===== src/lpu_div.sv =====
`timescale 1ns / 1ps
// ----------------------------------------------------------------------------
// lpu_div
// pipelined restoring divider, one quotient bit per stage, overflow flag
// ----------------------------------------------------------------------------
module lpu_div #(
   parameter int NW = 42,
   parameter int DW = 20,
   parameter int QW = 24,
   parameter int SW = 1
) (
   input  logic          clock,
   input  logic          reset,
   input  logic          en,
   input  logic          in_valid,
   input  logic [NW-1:0] num,
   input  logic [DW-1:0] den,
   input  logic [SW-1:0] side,
   output logic          out_valid,
   output logic [QW-1:0] quo,
   output logic          out_ovf,
   output logic [SW-1:0] out_side
);

   logic [QW:0]   vld_ff;
   logic [QW:0]   ovf_ff;
   logic [NW-1:0] rem_ff  [QW+1];
   logic [DW-1:0] den_ff  [QW+1];
   logic [QW-1:0] q_ff    [QW+1];
   logic [SW-1:0] side_ff [QW+1];

   always_ff @(posedge clock) begin
      if (reset) begin
         vld_ff <= '0;
      end else if (en) begin
         vld_ff <= {vld_ff[QW-1:0], in_valid};
      end
   end

   always_ff @(posedge clock) begin
      if (en) begin
         rem_ff[0]  <= num;
         den_ff[0]  <= den;
         q_ff[0]    <= '0;
         ovf_ff[0]  <= (num >> QW) >= NW'(den);
         side_ff[0] <= side;
      end
   end

   for (genvar k = 1; k <= QW; k++) begin : g_step
      localparam int B = QW - k;
      logic          fit_in;
      logic [NW-1:0] rem_in;
      logic [QW-1:0] q_in;

      always_comb begin
         fit_in = (rem_ff[k-1] >> B) >= NW'(den_ff[k-1]);
         rem_in = fit_in ? (rem_ff[k-1] - (NW'(den_ff[k-1]) << B)) : rem_ff[k-1];
         q_in = q_ff[k-1];
         q_in[B] = fit_in;
      end

      always_ff @(posedge clock) begin
         if (en) begin
            rem_ff[k]  <= rem_in;
            den_ff[k]  <= den_ff[k-1];
            q_ff[k]    <= q_in;
            ovf_ff[k]  <= ovf_ff[k-1];
            side_ff[k] <= side_ff[k-1];
         end
      end
   end

   assign out_valid = vld_ff[QW];
   assign quo       = q_ff[QW];
   assign out_ovf   = ovf_ff[QW];
   assign out_side  = side_ff[QW];

endmodule


===== config.mk =====
export PLATFORM = sky130hd
export DESIGN_NAME = lpu_div
export DESIGN_NICKNAME = d
export VERILOG_FILES = /design/src/lpu_div.sv
export SDC_FILE = /design/constraint.sdc
export NUM_CORES = 2
export LEC_CHECK = 0
export BUFFER_PORTS_ARGS = -buffer_cell sky130_fd_sc_hd__buf_4
export CORE_MARGIN = 3
export CORE_UTILIZATION = 55
export CTS_CLUSTER_SIZE = 25
export DETAILED_ROUTE_END_ITERATION = 8
export PLACE_DENSITY = 0.83
export SLEW_MARGIN = 20
export SYNTH_ARGS = -nofsm -noshare
export SYNTH_HDL_FRONTEND = slang
export SYNTH_SLANG_ARGS = --single-unit

===== constraint.sdc =====
create_clock -name clock -period 3.4 [get_ports clock]
set_input_delay 0.17 -clock clock [delete_from_list [all_inputs] [get_ports clock]]
set_output_delay 0.17 -clock clock [all_outputs]
set_load 0.1 [all_outputs]

* Yosys cells after proc, flatten, opt, wreduce, memory -nomap -nowiden *
Memory sizes are Yosys's and may differ from the RTL's.
Index checks and enable logic that the tools add are counted.
Widths: inputs -> output; s select.

word-level totals
  flip-flop bits (word level) = 50
  RAM bits = 2175
  bits of input ports = 67
  output and inout port bits = 27
  logic and storage cells = 105
  memories kept = 4

memories
  memory   words  width  rd ports  clocked after memory_dff  wr ports  line  RTL
  rem_ff   25     42     24        0                         25        27    logic [NW-1:0] rem_ff [QW+1];
  q_ff     25     24     25        0                         25        29    logic [QW-1:0] q_ff [QW+1];
  den_ff   25     20     24        0                         25        28    logic [DW-1:0] den_ff [QW+1];
  side_ff  25     1      25        0                         25        30    logic [SW-1:0] side_ff [QW+1];

operators by class
  add/subtract/negate cells = 24
  $lt $le $gt $ge = 25
  mux-type cells = 26

operators with widths
  cell              number
  $mux 42           24
  $sub 42x42->42    2
  $ge 42x20->1      1
  $sub 42x20->42    1
  $sub 42x21->42    1
  $sub 42x22->42    1
  $sub 42x23->42    1
  $sub 42x24->42    1
  $sub 42x25->42    1
  $sub 42x26->42    1
  $sub 42x27->42    1
  $sub 42x28->42    1
  $sub 42x29->42    1
  $sub 42x30->42    1
  $sub 42x31->42    1
  $sub 42x32->42    1
  $sub 42x33->42    1
  $sub 42x34->42    1
  $sub 42x35->42    1
  $sub 42x36->42    1
  $sub 42x37->42    1
  $sub 42x38->42    1
  $sub 42x39->42    1
  $sub 42x40->42    1
  other kinds (26)  27

* Depth between registers and ports, before layout *
  word-level depth = 2
  mapped depth = 15
  depth with buffers taken out = 15

* Worst setup path before layout *
Ideal clock, no wire load.

  path kind = reg-to-reg
  start = memory rem_ff[16][7], in the netlist rem_ff[1][7]
  end = memory rem_ff[17][35], in the netlist rem_ff[1][77], data pin
  setup time = 0.271 ns
  data arrival time = 3.045 ns
  data required time = 3.129 ns
  slack = 0.084 ns
  cell stages (with the launch flop) = 15
  path buffers = 1
  period minus slack after synthesis = 3.316 ns
  cells stage by stage = edfxtp_1 inv_1 ha_1 inv_1 fa_1 a21o_1 a21oi_1 o21ai_0 a21bo_2 a31oi_1 nor3_1 or4_1 buf_2 nor4_1 xor2_1

RTL lines
  element      line
  from (decl)  27

==> metrics.csv <==
stage,metric,value,unit
critical_path,crit_required,3.96,ns
critical_path,crit_type,reg2reg,
critical_path,r2r-start,den_ff[0][182],
route,ant_nets,0,
pwr,p_per_area,791,nW/um^2
global_route,grt_pass1_vias,56700,
timing,clock_skew,0.0364,ns
global_route,gr-usage-all-layers,22.6,%
route,drc,0,
yosys,synthesis.nets,7872,
outcome,status,finished with violations,
route,via_per_inst,5.71,
route,wl,194,mm
placement,dpl.hpwl,141,mm
global_route,grt-ovfl-total,0,
critical_path,cp-endpoint,rem_ff[0][459],
yosys,ys.flop_type,edfxtp_1,
die,fp.dieW,412,um
die,die_h,412,um
outcome,violations,negative setup slack,
timing,layout_setup_ws,-0.0233,ns
layout,drive_gt1_share,12.2,%
placement,place.gp.congestion,0.956,
yosys,synth-seq-area-share,61.4,%
timing,hold_viol,0,
timing,timing.hold.ws,0.0581,ns
pwr,vdd_ir_drop_max,0.678,mV
layout,final_nets,8400,
yosys,netlist-cell-type-count,102,
clock_network,cts_made_buffers,190,
clock_network,clock-sinks,1863,
layout,final_util,63.7,%
route,drt_iter0_drc,4642,
placement,dp.cells,9694,
critical_path,path_max_fanout,4,
global_route,antenna_found_initial,2,
clock_network,cts.clk_slew.worst_paths,0.06,ns
clock_network,cts_tree,yes,
route,dr.pass1.iters,6,
timing,fin_crit_sh,101,%
timing,slew_viol_final,0,
critical_path,worstPathArrival,3.98,ns
flow_run,maxCapViolCount,0,
pwr,power_leakage,40.3,nW
yosys,avgSynthCellArea,12.5,um^2
route,routedWlPerCell,19.1,um
critical_path,r2r_end,rem_ff[0][459],
min_path,worstHoldPathType,in2reg,
critical_path,startpoint,den_ff[0][182],
critical_path,worst_setup_path_start_kind,flip-flop,
timing,rsz0062_at_grt,true,
die,die-area,170000,um^2
clock_network,worstSkewPairLatency,0.84,ns
pwr,total_power,82.4,mW
yosys,synth_edf_count,1838,
yosys,syn-cell-area,90800,um^2
critical_path,endpoint_kind,flip-flop,
timing,slew_headroom,53.9,%
placement,port_buffers,93,
yosys,syn_inst,7285,
die,core_area,163000,um^2
timing,worst_pin_slew,0.683,ns
timing,layout_min_cycle_time,3.42,ns
die,initial_utilization,55.6,%
clock_network,cts_buffer_depth,3,
yosys,yosysWarnings,0,
clock_network,root_buffer,clkbuf_16,
route,num_vias,57900,
layout,diodes,0,
layout,final_cells,10200,
critical_path,reg2reg_slack,-0.02,ns
layout,fillers,12100,
yosys,synth_async_sr_flop_share,0,%
critical_path,rr_worst_depth,11,
timing,setup_viol,2,
die,rows,148,
yosys,ys_ff_latch,1863,
global_route,grt_pass1_wl,305,mm
global_route,grt_max_degree,108,
timing,max_freq,0.292,GHz
layout,areaGrowthSynthToFinish,14.7,%
clock_network,h-tree-depth,4,
die,io-pin-count,94,
## worst max-delay path, cell delays in order, from the launching register on
cell and delay, ns:
edfxtp_1 0.41, inv_1 0.07, ha_1 0.36, nor2b_1 0.15, o21ai_0 0.32, a21oi_1 0.15
o41a_1 0.40, o21a_1 0.22, o311ai_0 0.63, nor2_1 0.17, o211ai_1 0.16, xnor2_1 0.14
## cell usage in the layout, fill, tap and decap left out, types with 286 or more instances in the layout
cell / synthesis / final
xor2_1: 286 / 286
xnor2_1: 291 / 291
edfxtp_1: 1838 / 1838
a21oi_1: 522 / 509
nor2_1: 477 / 475
o21ai_0: 405 / 392
inv_1: 638 / 636
ha_1: 497 / 490
nand2_1: 474 / 474
buf_4: 1 / 369
## kinds of logic after synthesis
family	Yosys count	synth area share [%]
flip-flops	1863	61.4
AND/OR/NAND/NOR	1813	9.83
AO/OA/AOI/OAI	1607	11.1
buffers and inverters	784	3.34
XOR/XNOR	577	5.57
adder cells (fa/ha/maj)	520	7.36
multiplexers	121	1.46
## cell type report
cell class	count	area (um^2)	share of cell area [%]
sequential	1863	55700	53.5
clock inverter	126	1420	1.36
tap	2175	2720	2.62
timing repair buffer	480	4190	4.03
clock buffer	229	4960	4.76
multi-input combinational	4638	32700	31.4
inverter	640	2400	2.31
## cells in the mapped netlist, types with 58 or more instances
| master | count | area (um^2) |
|---|---|---|
| a21o_1 | 192 | 1440 |
| nor4_1 | 71 | 444 |
| ha_1 | 497 | 6220 |
| nand3_1 | 113 | 566 |
| o21ai_0 | 405 | 2030 |
| nand4_1 | 73 | 457 |
| nor3_1 | 148 | 741 |
| xnor2_1 | 291 | 2550 |
| a21oi_1 | 522 | 2610 |
| mux2_2 | 90 | 1010 |
| clkbuf_1 | 103 | 387 |
| nand2_1 | 474 | 1780 |
| nand2b_1 | 93 | 582 |
| or3_1 | 58 | 363 |
| inv_1 | 638 | 2390 |
| edfxtp_1 | 1838 | 55200 |
| nor2_1 | 477 | 1790 |
| o21a_1 | 89 | 668 |
| xor2_1 | 286 | 2500 |
| nor2b_1 | 82 | 513 |
## metrics by stage
| stage | area [um^2] | setup slack [ns] | setup TNS (ns) |
|---|---|---|---|
| floorplan | 90800 | 0.0841 | 0 |
| detailed placement | 96100 | -0.117 | -1.45 |
| CTS | 103000 | 0.000976 | 0 |
| finish | 104000 | -0.0233 | -0.0271 |
| global placement | 96100 | -0.0993 | -0.539 |
| global route | 104000 | -0.162 | -1.35 |
## flip-flops by register name, summed over array words and instances, names as in the netlist
register and count:
q_ff 300, side_ff 25, vld_ff 25, ovf_ff 24
den_ff 480, out_ovf 1, rem_ff 1008
## how the worst min path moves through the flow
stage / start / to / slack, ns / cells after the start
2_1_floorplan: den[0] / den_ff[0][0] / 0.27 / 0
3_3_place_gp: num[12] / rem_ff[0][12] / 0.35 / 1
3_5_place_dp: num[19] / rem_ff[0][19] / 0.35 / 1
4_1_cts: den[8] / den_ff[0][8] / 0.00004 / 2
5_1_grt: den[18] / den_ff[0][18] / 0.02 / 2
6_report: num[1] / rem_ff[0][1] / 0.06 / 2
## routing by layer
metal	GRT usage [%]	wire, um
met5	0	0
met4	7.75	6610
met3	3.62	10600
met2	38.3	94600
met1	29.6	82300
## where the power goes
part / leakage (nW) / internal [mW] / switching, mW
Sequential: 17.9 / 31.0 / 2.95
Combinational: 19.3 / 12.0 / 15.3
Clock: 3.08 / 12.2 / 8.86
## what timing repair did
action	4_1_cts	5_1_grt
setup buffers	2	21
resized for setup	12	131
pin swaps	0	37
hold buffers	79	0
setup endpoints to repair	50	289
hold endpoints to repair	159	0
Note: power is estimated with default switching activity, not from simulation.
